`src/hsfd_pkg.sv`:
```
// hsfd_pkg: shared widths, frame constants, the frame record type and the
// field scaling saturation used by the frame decoder.
// No dependencies.
`default_nettype none

package hsfd_pkg;

  localparam int unsigned ByteW       = 8;
  localparam int unsigned RawW        = 12;
  localparam int unsigned GainW       = 16;
  localparam int unsigned FieldW      = 18;
  localparam int unsigned IndexW      = 2;
  localparam int unsigned PosW        = 3;
  localparam int unsigned ShiftBits   = 8;
  localparam int unsigned ProdW       = RawW + GainW + 1;
  localparam int unsigned QuotW       = ProdW - ShiftBits;

  localparam int unsigned SensorCount = 3;
  localparam int unsigned FrameBytes  = 7;

  // Byte positions inside a frame
  localparam logic [PosW-1:0] PosHighX   = PosW'(0);
  localparam logic [PosW-1:0] PosHighY   = PosW'(1);
  localparam logic [PosW-1:0] PosHighZ   = PosW'(2);
  localparam logic [PosW-1:0] PosXyLow   = PosW'(4);
  localparam logic [PosW-1:0] PosZLow    = PosW'(5);
  localparam logic [PosW-1:0] PosFinal   = PosW'(FrameBytes - 1);

  localparam logic [IndexW-1:0] LastSensor = IndexW'(SensorCount - 1);

  localparam logic [GainW-1:0] GainReset = GainW'(8511);

  localparam logic signed [FieldW-1:0] FieldMax = {1'b0, {(FieldW-1){1'b1}}};
  localparam logic signed [FieldW-1:0] FieldMin = {1'b1, {(FieldW-1){1'b0}}};

  typedef struct packed {
    logic [IndexW-1:0]      sensor_index;
    logic signed [RawW-1:0] raw_x;
    logic signed [RawW-1:0] raw_y;
    logic signed [RawW-1:0] raw_z;
    logic                   frame_ok;
    logic                   group_ok;
    logic                   last;
  } frame_rec_t;

  // floor(p / 256), saturated to the field range
  function automatic logic signed [FieldW-1:0] sat_field(
    input logic signed [ProdW-1:0] p
  );
    logic [QuotW-1:0]        q;
    logic [QuotW-FieldW:0]   top_bits;
    logic signed [FieldW-1:0] r;
    q        = p[ProdW-1:ShiftBits];
    top_bits = q[QuotW-1:FieldW-1];
    if ((&top_bits) || !(|top_bits)) begin
      r = q[FieldW-1:0];
    end else if (q[QuotW-1]) begin
      r = FieldMin;
    end else begin
      r = FieldMax;
    end
    return r;
  endfunction

endpackage

`default_nettype wire

```
`src/hsfd_front.sv`:
```
// hsfd_front: byte-level frame parser. Accumulates parity, captures the
// value bytes and pushes one frame record per finished or aborted frame.
// Depends on hsfd_pkg.
`default_nettype none

module hsfd_front (
  input  wire                           clk_i,
  input  wire                           rst_ni,
  input  wire                           in_valid_i,
  output logic                          in_stall_o,
  input  wire [hsfd_pkg::ByteW-1:0]     rx_byte_i,
  input  wire                           short_read_i,
  input  wire                           q_full_i,
  output logic                          push_o,
  output hsfd_pkg::frame_rec_t          rec_o
);

  logic [hsfd_pkg::PosW-1:0]   pos_q, pos_d;
  logic [hsfd_pkg::ByteW-1:0]  par_q, par_d;
  logic [hsfd_pkg::ByteW-1:0]  hi_q [3];
  logic [hsfd_pkg::ByteW-1:0]  xy_q;
  logic [3:0]                  zl_q;
  logic [hsfd_pkg::IndexW-1:0] cnt_q, cnt_d;
  logic                        gok_q, gok_d;

  logic accept;
  logic term;
  logic ok;
  logic is_last;

  assign in_stall_o = q_full_i;
  assign accept     = in_valid_i && !q_full_i;
  assign term       = short_read_i || (pos_q >= hsfd_pkg::PosFinal);
  assign ok         = !short_read_i && (^(par_q ^ {rx_byte_i[7], 7'b0}));
  assign is_last    = cnt_q >= hsfd_pkg::LastSensor;
  assign push_o     = accept && term;

  always_comb begin
    rec_o.sensor_index = cnt_q;
    rec_o.raw_x        = ok ? {hi_q[0], xy_q[7:4]} : '0;
    rec_o.raw_y        = ok ? {hi_q[1], xy_q[3:0]} : '0;
    rec_o.raw_z        = ok ? {hi_q[2], zl_q} : '0;
    rec_o.frame_ok     = ok;
    rec_o.group_ok     = is_last && ok && gok_q;
    rec_o.last         = is_last;
  end

  always_comb begin
    pos_d = pos_q;
    par_d = par_q;
    cnt_d = cnt_q;
    gok_d = gok_q;
    if (accept) begin
      if (term) begin
        pos_d = '0;
        par_d = '0;
        if (is_last) begin
          cnt_d = '0;
          gok_d = 1'b1;
        end else begin
          cnt_d = cnt_q + 1'b1;
          gok_d = gok_q && ok;
        end
      end else begin
        pos_d = pos_q + 1'b1;
        par_d = par_q ^ rx_byte_i;
      end
    end
  end

  always_ff @(posedge clk_i or negedge rst_ni) begin
    if (!rst_ni) begin
      pos_q <= '0;
      par_q <= '0;
      cnt_q <= '0;
      gok_q <= 1'b1;
    end else begin
      pos_q <= pos_d;
      par_q <= par_d;
      cnt_q <= cnt_d;
      gok_q <= gok_d;
    end
  end

  // Value bytes: captured only on body bytes, read only on a good frame
  always_ff @(posedge clk_i) begin
    if (accept && !term) begin
      case (pos_q)
        hsfd_pkg::PosHighX: hi_q[0] <= rx_byte_i;
        hsfd_pkg::PosHighY: hi_q[1] <= rx_byte_i;
        hsfd_pkg::PosHighZ: hi_q[2] <= rx_byte_i;
        hsfd_pkg::PosXyLow: xy_q    <= rx_byte_i;
        hsfd_pkg::PosZLow:  zl_q    <= rx_byte_i[3:0];
        default: ;
      endcase
    end
  end

endmodule

`default_nettype wire

```
`src/hsfd_queue.sv`:
```
// hsfd_queue: small FIFO of frame records between parser and scaler.
// Depends on hsfd_pkg.
`default_nettype none

module hsfd_queue #(
  parameter int unsigned DEPTH = 2
) (
  input  wire                  clk_i,
  input  wire                  rst_ni,
  input  wire                  push_i,
  input  hsfd_pkg::frame_rec_t rec_i,
  output logic                 full_o,
  input  wire                  pop_i,
  output logic                 empty_o,
  output hsfd_pkg::frame_rec_t rec_o
);

  localparam int unsigned PtrW = $clog2(DEPTH);
  localparam int unsigned CntW = $clog2(DEPTH + 1);
  localparam logic [PtrW-1:0] PtrLast = PtrW'(DEPTH - 1);
  localparam logic [CntW-1:0] CntFull = CntW'(DEPTH);

  hsfd_pkg::frame_rec_t mem_q [DEPTH];
  logic [PtrW-1:0] wr_q, rd_q;
  logic [CntW-1:0] cnt_q;
  logic do_push, do_pop;

  assign full_o  = (cnt_q == CntFull);
  assign empty_o = (cnt_q == '0);
  assign do_push = push_i && !full_o;
  assign do_pop  = pop_i && !empty_o;
  assign rec_o   = mem_q[rd_q];

  always_ff @(posedge clk_i or negedge rst_ni) begin
    if (!rst_ni) begin
      wr_q  <= '0;
      rd_q  <= '0;
      cnt_q <= '0;
    end else begin
      if (do_push) begin
        wr_q <= (wr_q == PtrLast) ? '0 : wr_q + 1'b1;
      end
      if (do_pop) begin
        rd_q <= (rd_q == PtrLast) ? '0 : rd_q + 1'b1;
      end
      if (do_push && !do_pop) begin
        cnt_q <= cnt_q + 1'b1;
      end else if (do_pop && !do_push) begin
        cnt_q <= cnt_q - 1'b1;
      end
    end
  end

  always_ff @(posedge clk_i) begin
    if (do_push) begin
      mem_q[wr_q] <= rec_i;
    end
  end

endmodule

`default_nettype wire

```
`src/hsfd_back.sv`:
```
// hsfd_back: scaling pipeline. Multiplies raw values by the gain, then
// floors, saturates and holds the result in the output register.
// Depends on hsfd_pkg.
`default_nettype none

module hsfd_back (
  input  wire                                  clk_i,
  input  wire                                  rst_ni,
  input  wire  [hsfd_pkg::GainW-1:0]           gain_i,
  input  wire                                  q_empty_i,
  input  hsfd_pkg::frame_rec_t                 rec_i,
  output logic                                 pop_o,
  output logic                                 out_valid_o,
  input  wire                                  out_stall_i,
  output hsfd_pkg::frame_rec_t                 out_rec_o,
  output logic signed [hsfd_pkg::FieldW-1:0]   field_x_o,
  output logic signed [hsfd_pkg::FieldW-1:0]   field_y_o,
  output logic signed [hsfd_pkg::FieldW-1:0]   field_z_o
);

  logic                                s1_valid_q;
  hsfd_pkg::frame_rec_t                s1_rec_q;
  logic signed [hsfd_pkg::ProdW-1:0]   px_q, py_q, pz_q;
  logic signed [hsfd_pkg::ProdW-1:0]   px_d, py_d, pz_d;
  logic signed [hsfd_pkg::GainW:0]     gain_s;

  logic                                out_valid_q;
  hsfd_pkg::frame_rec_t                out_rec_q;
  logic signed [hsfd_pkg::FieldW-1:0] fx_q, fy_q, fz_q;

  logic out_free, s1_free;

  assign out_free = !out_valid_q || !out_stall_i;
  assign s1_free  = !s1_valid_q || out_free;
  assign pop_o    = !q_empty_i && s1_free;

  assign gain_s = $signed({1'b0, gain_i});
  assign px_d   = $signed(rec_i.raw_x) * gain_s;
  assign py_d   = $signed(rec_i.raw_y) * gain_s;
  assign pz_d   = $signed(rec_i.raw_z) * gain_s;

  always_ff @(posedge clk_i or negedge rst_ni) begin
    if (!rst_ni) begin
      s1_valid_q  <= 1'b0;
      out_valid_q <= 1'b0;
    end else begin
      if (s1_free) begin
        s1_valid_q <= pop_o;
      end
      if (out_free) begin
        out_valid_q <= s1_valid_q;
      end
    end
  end

  always_ff @(posedge clk_i) begin
    if (pop_o) begin
      s1_rec_q <= rec_i;
      px_q     <= px_d;
      py_q     <= py_d;
      pz_q     <= pz_d;
    end
    if (s1_valid_q && out_free) begin
      out_rec_q <= s1_rec_q;
      fx_q      <= hsfd_pkg::sat_field(px_q);
      fy_q      <= hsfd_pkg::sat_field(py_q);
      fz_q      <= hsfd_pkg::sat_field(pz_q);
    end
  end

  assign out_valid_o = out_valid_q;
  assign out_rec_o   = out_rec_q;
  assign field_x_o   = fx_q;
  assign field_y_o   = fy_q;
  assign field_z_o   = fz_q;

endmodule

`default_nettype wire

```
`src/hall_sensor_frame_decoder.sv`:
```
// hall_sensor_frame_decoder: top level of the magnetometer frame decoder.
// Depends on hsfd_pkg, hsfd_front, hsfd_queue and hsfd_back.
//
//   Channel  Direction  Handshake                 Word
//   -------  ---------  ------------------------  ---------------------------------
//   in       input      in_valid_i / in_stall_o   rx_byte_i, short_read_i
//   out      output     out_valid_o / out_stall_i sensor_index_o, raw_*_o,
//                                                 field_*_o, frame_ok_o,
//                                                 group_ok_o, last_o
//   cfg      input      cfg_valid_i / cfg_ready_o lsb_gain_i
//
// One input word per cycle while the queue is not full; the parser finishes a
// frame on its seventh byte or on a short read and queues one record. The
// scaler takes one record per cycle unless the output is held, through a
// multiply stage and a saturate stage.
// Reset clears the parser position, parity, sensor count, the queue and both
// pipeline stages and sets the group flag; the gain returns to 8511.
// A held output stalls the scaler, a full queue stalls the input.
`default_nettype none

module hall_sensor_frame_decoder #(
  parameter int unsigned QUEUE_DEPTH = 2
) (
  input  wire                                  clk_i,
  input  wire                                  rst_ni,
  // byte input
  input  wire                                  in_valid_i,
  output logic                                 in_stall_o,
  input  wire  [7:0]                           rx_byte_i,
  input  wire                                  short_read_i,
  // results
  output logic                                 out_valid_o,
  input  wire                                  out_stall_i,
  output logic [1:0]                           sensor_index_o,
  output logic signed [11:0]                   raw_x_o,
  output logic signed [11:0]                   raw_y_o,
  output logic signed [11:0]                   raw_z_o,
  output logic signed [17:0]                   field_x_o,
  output logic signed [17:0]                   field_y_o,
  output logic signed [17:0]                   field_z_o,
  output logic                                 frame_ok_o,
  output logic                                 group_ok_o,
  output logic                                 last_o,
  // gain register
  input  wire                                  cfg_valid_i,
  output logic                                 cfg_ready_o,
  input  wire  [15:0]                          lsb_gain_i
);

  logic [hsfd_pkg::GainW-1:0] gain_q;

  logic                 push;
  logic                 pop;
  logic                 q_full;
  logic                 q_empty;
  hsfd_pkg::frame_rec_t front_rec;
  hsfd_pkg::frame_rec_t head_rec;
  hsfd_pkg::frame_rec_t out_rec;

  // Gain register: always writable; change only while idle (not enforced here)
  assign cfg_ready_o = 1'b1;

  always_ff @(posedge clk_i or negedge rst_ni) begin
    if (!rst_ni) begin
      gain_q <= hsfd_pkg::GainReset;
    end else if (cfg_valid_i) begin
      gain_q <= lsb_gain_i;
    end
  end

  // Parse bytes, emit one record per frame
  hsfd_front u_front (
    .clk_i       (clk_i),
    .rst_ni      (rst_ni),
    .in_valid_i  (in_valid_i),
    .in_stall_o  (in_stall_o),
    .rx_byte_i   (rx_byte_i),
    .short_read_i(short_read_i),
    .q_full_i    (q_full),
    .push_o      (push),
    .rec_o       (front_rec)
  );

  // Decouple parser from scaler
  hsfd_queue #(
    .DEPTH(QUEUE_DEPTH)
  ) u_queue (
    .clk_i  (clk_i),
    .rst_ni (rst_ni),
    .push_i (push),
    .rec_i  (front_rec),
    .full_o (q_full),
    .pop_i  (pop),
    .empty_o(q_empty),
    .rec_o  (head_rec)
  );

  // Scale and hold results
  hsfd_back u_back (
    .clk_i      (clk_i),
    .rst_ni     (rst_ni),
    .gain_i     (gain_q),
    .q_empty_i  (q_empty),
    .rec_i      (head_rec),
    .pop_o      (pop),
    .out_valid_o(out_valid_o),
    .out_stall_i(out_stall_i),
    .out_rec_o  (out_rec),
    .field_x_o  (field_x_o),
    .field_y_o  (field_y_o),
    .field_z_o  (field_z_o)
  );

  assign sensor_index_o = out_rec.sensor_index;
  assign raw_x_o        = out_rec.raw_x;
  assign raw_y_o        = out_rec.raw_y;
  assign raw_z_o        = out_rec.raw_z;
  assign frame_ok_o     = out_rec.frame_ok;
  assign group_ok_o     = out_rec.group_ok;
  assign last_o         = out_rec.last;

endmodule

`default_nettype wire

```
`config.mk`:
```
export PLATFORM = sky130hd
export DESIGN_NAME = hall_sensor_frame_decoder
export DESIGN_NICKNAME = d
export VERILOG_FILES = /design/src/hsfd_pkg.sv /design/src/hsfd_front.sv /design/src/hsfd_queue.sv /design/src/hsfd_back.sv /design/src/hall_sensor_frame_decoder.sv
export SDC_FILE = /design/constraint.sdc
export NUM_CORES = 2
export LEC_CHECK = 0
export BUFFER_PORTS_ARGS = -buffer_cell sky130_fd_sc_hd__buf_2
export CAP_MARGIN = 5
export CORE_ASPECT_RATIO = 0.7
export CORE_MARGIN = 10
export CORE_UTILIZATION = 58
export CTS_CLUSTER_SIZE = 14
export DETAILED_ROUTE_END_ITERATION = 10
export GPL_TIMING_DRIVEN = 0
export PLACE_DENSITY = 0.86
export SETUP_SLACK_MARGIN = 0.1
export SLEW_MARGIN = 20
export SYNTH_ARGS = -nofsm -noshare
export SYNTH_HDL_FRONTEND = slang
export SYNTH_SLANG_ARGS = --single-unit
export TNS_END_PERCENT = 1
```
`constraint.sdc`:
```
create_clock -name clk_i -period 7.4 [get_ports clk_i]
set_input_delay 1.48 -clock clk_i [delete_from_list [all_inputs] [get_ports clk_i]]
set_output_delay 1.48 -clock clk_i [all_outputs]
set_load 0.005 [all_outputs]
```
## Word-level counts from Yosys, hierarchy flattened

Memories as Yosys holds them, arrays and structs flattened.
Cells that the tools add are included.

| word-level totals | value |
|---|---|
| flip-flop bits (word level) | 271 |
| memories kept | 2 |
| output and inout port bits | 98 |
| word-level logic and storage cells | 132 |
| memory bits (writable) | 106 |
| input port bits | 30 |

Memory list:

| name | words | width | read ports | clocked after Yosys merged registers in | wr ports | line | RTL |
|---|---|---|---|---|---|---|---|
| u_queue.mem_q | 2 | 41 | 1 | 0 | 1 | hsfd_queue.sv:23 | `hsfd_pkg::frame_rec_t mem_q [DEPTH];` |
| u_front.hi_q | 3 | 8 | 3 | 0 | 1 | hsfd_front.sv:20 | `logic [hsfd_pkg::ByteW-1:0] hi_q [3];` |

| cells by class | value |
|---|---|
| reductions and logical operators | 46 |
| eq/ne operators | 5 |
| add/subtract/negate cells | 6 |
| magnitude comparators | 2 |
| $mul | 3 |
| multiplexer cells | 34 |
| bitwise operators | 2 |

Operators with widths:

| operator | number |
|---|---|
| 18-bit 2-to-1 mux | 6 |
| 12-bit by 17-bit multiplier with 29-bit output | 3 |
| 12-bit 2-to-1 mux | 3 |
| 8-bit 2-to-1 mux | 3 |
| 1-bit 2-to-1 mux | 16 |
| 8-bit OR reduction | 2 |
| 8-bit bitwise XOR | 2 |
| 1-bit logical AND | 13 |
| 1-bit zero test | 12 |
| 4-bit AND reduction | 3 |
| 4-bit OR reduction | 3 |
| 2-bit 2-to-1 mux | 5 |
| 8-bit XOR reduction | 1 |
| 3-bit == test (second input constant) | 2 |
| 1-bit logical OR | 6 |
| 2-bit AND reduction | 3 |
| 2-bit by 1-bit adder with 2-bit output (second input constant) | 2 |
| 3-bit by 1-bit adder with 3-bit output (second input constant) | 1 |
| 3-bit by 1-bit == test with 1-bit output (second input constant) | 1 |
| 3-bit by 2-bit == test with 1-bit output (second input constant) | 1 |
| 3-bit greater-or-equal comparator (second input constant) | 1 |
| 3-bit zero test | 1 |
| 3-bit 2-to-1 mux | 1 |
| 1-bit adder (second input constant) | 2 |
| other kinds (5) | 5 |

## Logic depth before layout (Yosys ltp)

| depth | value |
|---|---|
| word-level depth | 9 |
| gate-level depth with buffers | 24 |
| gate-level depth less buffers | 21 |

## Hierarchy

A second synthesis with hierarchy kept.

| second synthesis, totals | value |
|---|---|
| cell total of the unflattened synthesis | 2958 |
| area, all modules | 31715.4 um^2 |

Modules (own cells, without submodules):

| module | seq. area each (um^2) | area each (um^2) | cells each | instances |
|---|---|---|---|---|
| hsfd_back | 6025.8 | 25445.7 | 2602 | 1 |
| hsfd_queue | 2562.5 | 3358.2 | 147 | 1 |
| hsfd_front | 1432.6 | 2240.9 | 173 | 1 |
| hall_sensor_frame_decoder | 410.4 | 670.6 | 36 | 1 |

## Worst setup path after synthesis

OpenSTA, ideal clock, no wires.

| timing | value |
|---|---|
| path type | input-to-reg |
| from | input out_stall_i |
| to | register u_back.fx_q (netlist bit u_back.field_x_o[0]) (enable) |
| buffers on the path | 0 |
| setup slack | -1.630 ns |
| arrival | 8.336 ns |
| stages | 1 |
| required time | 6.706 ns |
| library setup time | 0.694 ns |
| cells stage by stage | a21boi_0 |

| on the way | value |
|---|---|
| word-level cells in the longest chain between the ends | 3 |

Ends and longest elaborated chain:

| item | line | RTL |
|---|---|---|
| start, declared | hall_sensor_frame_decoder.sv:33 | `input wire out_stall_i,` |
| 1-bit zero test | hsfd_back.sv:33 | `assign out_free = !out_valid_q \|\| !out_stall_i;` |
| 1-bit logical OR | hsfd_back.sv:33 |  |
| 1-bit logical AND | hsfd_back.sv:63 | `if (s1_valid_q && out_free) begin` |
| end signal, assigned | hsfd_back.sv:65 | `fx_q <= hsfd_pkg::sat_field(px_q);` |
| end, declared | hsfd_back.sv:29 | `logic signed [hsfd_pkg::FieldW-1:0] fx_q, fy_q, fz_q;` |

Every way passes these cells.
A chain may end at the register's enable or synchronous reset.

## Final worst setup path

| timing | value |
|---|---|
| from | register gain_q[4] in the netlist's numbering |
| to | register u_back.pz_q[27] in the netlist's numbering (data pin) |

| on the way | value |
|---|---|
| word-level cells in the longest chain between the ends | 1 |

Ends and longest elaborated chain:

| item | line | RTL |
|---|---|---|
| start, declared | hall_sensor_frame_decoder.sv:50 | `logic [hsfd_pkg::GainW-1:0] gain_q;` |
| start signal, assigned | hall_sensor_frame_decoder.sv:65 | `gain_q <= hsfd_pkg::GainReset;` |
| start signal, assigned | hall_sensor_frame_decoder.sv:67 | `gain_q <= lsb_gain_i;` |
| 12-bit by 17-bit multiplier with 29-bit output | hsfd_back.sv:40 | `assign pz_d = $signed(rec_i.raw_z) * gain_s;` |
| via u_back.pz_d, one bit | hsfd_back.sv:24 | `logic signed [hsfd_pkg::ProdW-1:0] px_d, py_d, pz_d;` |
| end signal, assigned | hsfd_back.sv:61 | `pz_q <= pz_d;` |
| end, declared | hsfd_back.sv:23 | `logic signed [hsfd_pkg::ProdW-1:0] px_q, py_q, pz_q;` |

The timed path passes the listed nets, and every way through them passes these cells.

==> results.rst <==
.. list-table::
   :header-rows: 1

   * - Metric
     - Value
   * - Core outline area
     - ~0.052 mm²
   * - Most frequent standard cell in the layout excluding fill and tap cells
     - sky130_fd_sc_hd__inv_1
   * - Fraction of post-synthesis cell area in the top cell type by area
     - 0.309
   * - Overall die height
     - 213 µm
   * - Slowest cell on the critical path
     - sky130_fd_sc_hd__clkbuf_1
   * - Worst slew pin tran
     - 1.18 ns
   * - Pins Over Slew Limit
     - 0
   * - Port bufs
     - 125
   * - Synth Instances
     - 2851
   * - Top library cells by usage in the layout, fill and taps aside
     - sky130_fd_sc_hd__inv_1, sky130_fd_sc_hd__nand2_1, sky130_fd_sc_hd__fa_1
   * - Layer with the highest usage
     - met2
   * - Most used DFF post-synth
     - sky130_fd_sc_hd__edfxtp_1
   * - Worst R2R Path Depth
     - 20
   * - Adder and majority cell fraction of the synthesized area
     - 0.371
   * - Skew-Pair Late Insertion Delay
     - 0.57 ns
   * - Worst Setup End Kind
     - flop
   * - Detailed-placement wirelength estimate
     - roughly 60 mm
   * - Post-route antenna net violation count
     - 0
   * - Cts-stage hold buffer count
     - 0
   * - Clock transition at the registers of the reported paths
     - 0.06 ns
   * - Post-synthesis net count
     - 3546
   * - Sum of buffers and inverters on the critical path
     - 5
   * - GRT met1 Usage
     - 0.327
   * - Highest fanout seen on the critical path
     - 10
   * - Unrepaired setup endpoints after global routing
     - true
   * - Tightest Hold Check Type
     - reg -> reg
   * - Fin crit share
     - 0.974
   * - Clock Skews
     - about 0.025 ns
   * - Routing usage on met3
     - 0.110
   * - Proportion of synthesized chip area in sequential cells
     - 0.338
   * - First-pass GRT wire length
     - 122 mm
   * - Number of max-cap violations
     - 0
   * - Final wirelength
     - 76.9 mm
   * - Result of the run
     - complete, no violations
   * - Horizontal extent of the die
     - 296 µm
   * - Total routing usage reported by global routing
     - 0.251
   * - Average wire per cell in the routed design
     - 20.6 µm
   * - Syn Std Cell Area
     - approximately 0.031 mm²
   * - Buffer cell driving the clock tree root
     - sky130_fd_sc_hd__clkbuf_16
   * - Post-synthesis compound-gate area fraction
     - 0.0434
   * - CTS tree
     - built
   * - Initial DRT Pass Iterations
     - 10
   * - Total Die Area
     - 0.0629 mm²
   * - Area of all placed cells without fillers
     - 0.0337 mm²
   * - Required time of the worst setup path
     - approximately 7.7 ns
   * - Critical path depth in cells
     - 20
   * - Number of cells on the worst hold path
     - 0
   * - CP Launch Type
     - flop
   * - Number of flops mapped to enable cells by yosys
     - around 320
   * - Multiplexer share of the synthesized area
     - 0.0211
   * - Via density per instance
     - roughly 5.7
   * - Fraction of layout instances using a drive strength above 1
     - 0.101
   * - Cell area after placement
     - 0.0325 mm²
   * - Pin count of the biggest net entering global routing
     - between 50 and 60
   * - Clock Sinks
     - 353
   * - Top cells by area, synth
     - sky130_fd_sc_hd__edfxtp_1, sky130_fd_sc_hd__fa_1, sky130_fd_sc_hd__ha_1
   * - WP data arrival
     - 7.52 ns
   * - Crit-path most repeated cell
     - sky130_fd_sc_hd__fa_1
   * - Final #Nets
     - 3715
   * - Synthesized flop and latch total
     - 353
   * - Proportion of synthesized flip-flops having asynchronous set or reset
     - 0.102
   * - Area added between synthesis and finish
     - 9.25%
   * - Total CTS buffers
     - 35
   * - Number of buffers added for setup after CTS
     - 0
   * - Bufs on Longest Clock Path
     - 3
   * - Final count of hold timing violations
     - 0
   * - Number of global-route vias before repair
     - 22400
   * - Relative slew slack
     - 0.210
   * - Resized cells post-CTS
     - 3
   * - Xor and xnor area share after synthesis
     - 0.0205
   * - Maximum level of the CTS H-tree
     - 2
   * - Met2 track demand over resource
     - 0.372
   * - Post-detailed-route DRC marker count
     - 0
   * - Category of the critical setup timing path
     - reg -> reg
   * - Cells along the critical path
     - clkbuf_1, clkbuf_1, nand2_1, fa_1, fa_1, fa_1, inv_1, fa_1, inv_1, fa_1, inv_1, ha_1, a2111oi_0, o21ai_0, nand2_1, o21ai_1, a21oi_1, o211a_1, o21bai_1, xor2_1
   * - Largest delay contributor family on the critical path
     - adder cells
   * - Drt initial violations
     - 2318
   * - Simple-gate portion of the synthesized area
     - 0.123
   * - Post-synth cell types
     - slightly above 60
   * - Tmin final
     - 7.21 ns
   * - Ports
     - ~130
   * - Aggregate global routing overflow
     - 0
   * - Delay of the slowest cell on the worst path
     - between 0.7 and 0.8 ns
   * - Main combinational cell family by area after synthesis
     - adder cells
   * - RD Place Congestion
     - 0.966
   * - Max Freq
     - 0.139 GHz
   * - Via count
     - 21100
   * - Avg Synthesized Cell Area
     - 10.8 µm²
   * - Initial antenna violation count
     - 4
   * - Yosys warning total
     - 0
   * - Filler Cells Inserted
     - 3885
   * - Number of cell rows
     - 70
   * - Final count of negative-setup-slack endpoints
     - 0
   * - Starting density of the core
     - 0.589
   * - Largest area contributor in the netlist
     - sky130_fd_sc_hd__edfxtp_1
[synth_stat cells, types with 3 or more instances]
master / count
sky130_fd_sc_hd__a211oi_1: 5
sky130_fd_sc_hd__a21o_1: 25
sky130_fd_sc_hd__a21oi_1: 46
sky130_fd_sc_hd__a221o_1: 3
sky130_fd_sc_hd__a31oi_1: 5
sky130_fd_sc_hd__and2_1: 206
sky130_fd_sc_hd__and3_1: 10
sky130_fd_sc_hd__and4_1: 5
sky130_fd_sc_hd__buf_1: 13
sky130_fd_sc_hd__clkbuf_1: 122
sky130_fd_sc_hd__dfrtp_1: 27
sky130_fd_sc_hd__dfstp_2: 9
sky130_fd_sc_hd__edfxtp_1: 317
sky130_fd_sc_hd__fa_1: 417
sky130_fd_sc_hd__ha_1: 248
sky130_fd_sc_hd__inv_1: 539
sky130_fd_sc_hd__mux2_2: 55
sky130_fd_sc_hd__mux2i_1: 3
sky130_fd_sc_hd__nand2_1: 453
sky130_fd_sc_hd__nand2b_1: 6
sky130_fd_sc_hd__nand3_1: 13
sky130_fd_sc_hd__nand4_1: 7
sky130_fd_sc_hd__nor2_1: 52
sky130_fd_sc_hd__nor2b_1: 7
sky130_fd_sc_hd__nor3_1: 13
sky130_fd_sc_hd__nor4_1: 4
sky130_fd_sc_hd__o21a_1: 3
sky130_fd_sc_hd__o21ai_0: 95
sky130_fd_sc_hd__o21bai_1: 6
sky130_fd_sc_hd__or2_2: 27
sky130_fd_sc_hd__xnor2_1: 47
sky130_fd_sc_hd__xor2_1: 25
[final cells by class]
type	instances	area, µm²	share of cell area
multi-input combinational	1823	17900	0.532
sequential	353	10400	0.310
inverter	539	2030	0.0602
clock buffer	41	918	0.0273
tap	684	856	0.0254
timing repair buffer	132	818	0.0243
buffer	136	532	0.0158
clock inverter	19	165	0.00490
antenna	3	7.51	0.000223
[path summary, 6_finish.rpt]
check                           slack [ns]                     startpoint                        endpoint
worst min-delay path                  0.42  u_back.s1_rec_q[25]$_DFFE_PP_  u_back.out_rec_o[25]$_DFFE_PP_
worst min register to register        0.42  u_back.s1_rec_q[25]$_DFFE_PP_  u_back.out_rec_o[25]$_DFFE_PP_
worst max-delay path                  0.19          gain_q[4]$_DFFE_PN1P_       u_back.pz_q[27]$_DFFE_PP_
min in group asynchronous             1.01                         rst_ni    u_queue.cnt_q[0]$_DFFE_PN0P_
worst max register to register        0.19          gain_q[4]$_DFFE_PN1P_       u_back.pz_q[27]$_DFFE_PP_
max in group asynchronous             5.87                         rst_ni          gain_q[11]$_DFFE_PN0P_
[sequential cells by signal (all words and copies together), names as in the netlist, 3 cells and up]
name,flops
u_back.field_z_o,18
u_back.pz_q,21
u_front.hi_q,24
u_front.xy_q,8
u_back.field_y_o,18
u_back.px_q,21
u_front.pos_q,3
u_back.field_x_o,18
u_back.py_q,21
gain_q,16
u_front.par_q,8
u_front.zl_q,4
u_back.s1_rec_q,41
u_back.out_rec_o,41
u_queue.mem_q,82
[per-layer routing]
| metal | vias to the layer above | share of wire | wire length [µm] |
|---|---|---|---|
| met3 | 281 | 0.15 | 11500 |
| met5 | - | 0.0021 | 158 |
| met4 | 10 | 0.037 | 2830 |
| met2 | 1398 | 0.42 | 32200 |
| li1 | 9253 | - | - |
| met1 | 10200 | 0.39 | 30200 |
[cells by family (layout without fill, tap and decap cells)]
logic type / after synthesis / after routing
other: 1 / 4
multiplexers: 58 / 58
XOR/XNOR: 72 / 72
buffers and inverters: 675 / 867
AO/OA/AOI/OAI: 218 / 218
adder cells (fa/ha/maj): 665 / 665
AND/OR/NAND/NOR: 809 / 809
flip-flops: 353 / 353
[stage by stage]
| step | util | setup TNS (ns) | cells | hold slack, ns | worst slack (ns) |
|---|---|---|---|---|---|
| 2_1_floorplan | - | 0 | 2851 | 0.400 | 1.06 |
| 3_3_place_gp | 0.617 | -136.11 | 3660 | 0.401 | -1.45 |
| 3_5_place_dp | 0.621 | -0.756 | 3667 | 0.405 | -0.237 |
| 4_1_cts | 0.642 | 0 | 3727 | 0.419 | 0.0467 |
| 5_1_grt | 0.643 | 0 | 3729 | 0.425 | 0.0599 |
| 6_report | 0.643 | 0 | 3730 | 0.417 | 0.189 |
Power is not shown: default switching activity piles up to over one toggle a cycle in this logic, so the estimate is an artifact.
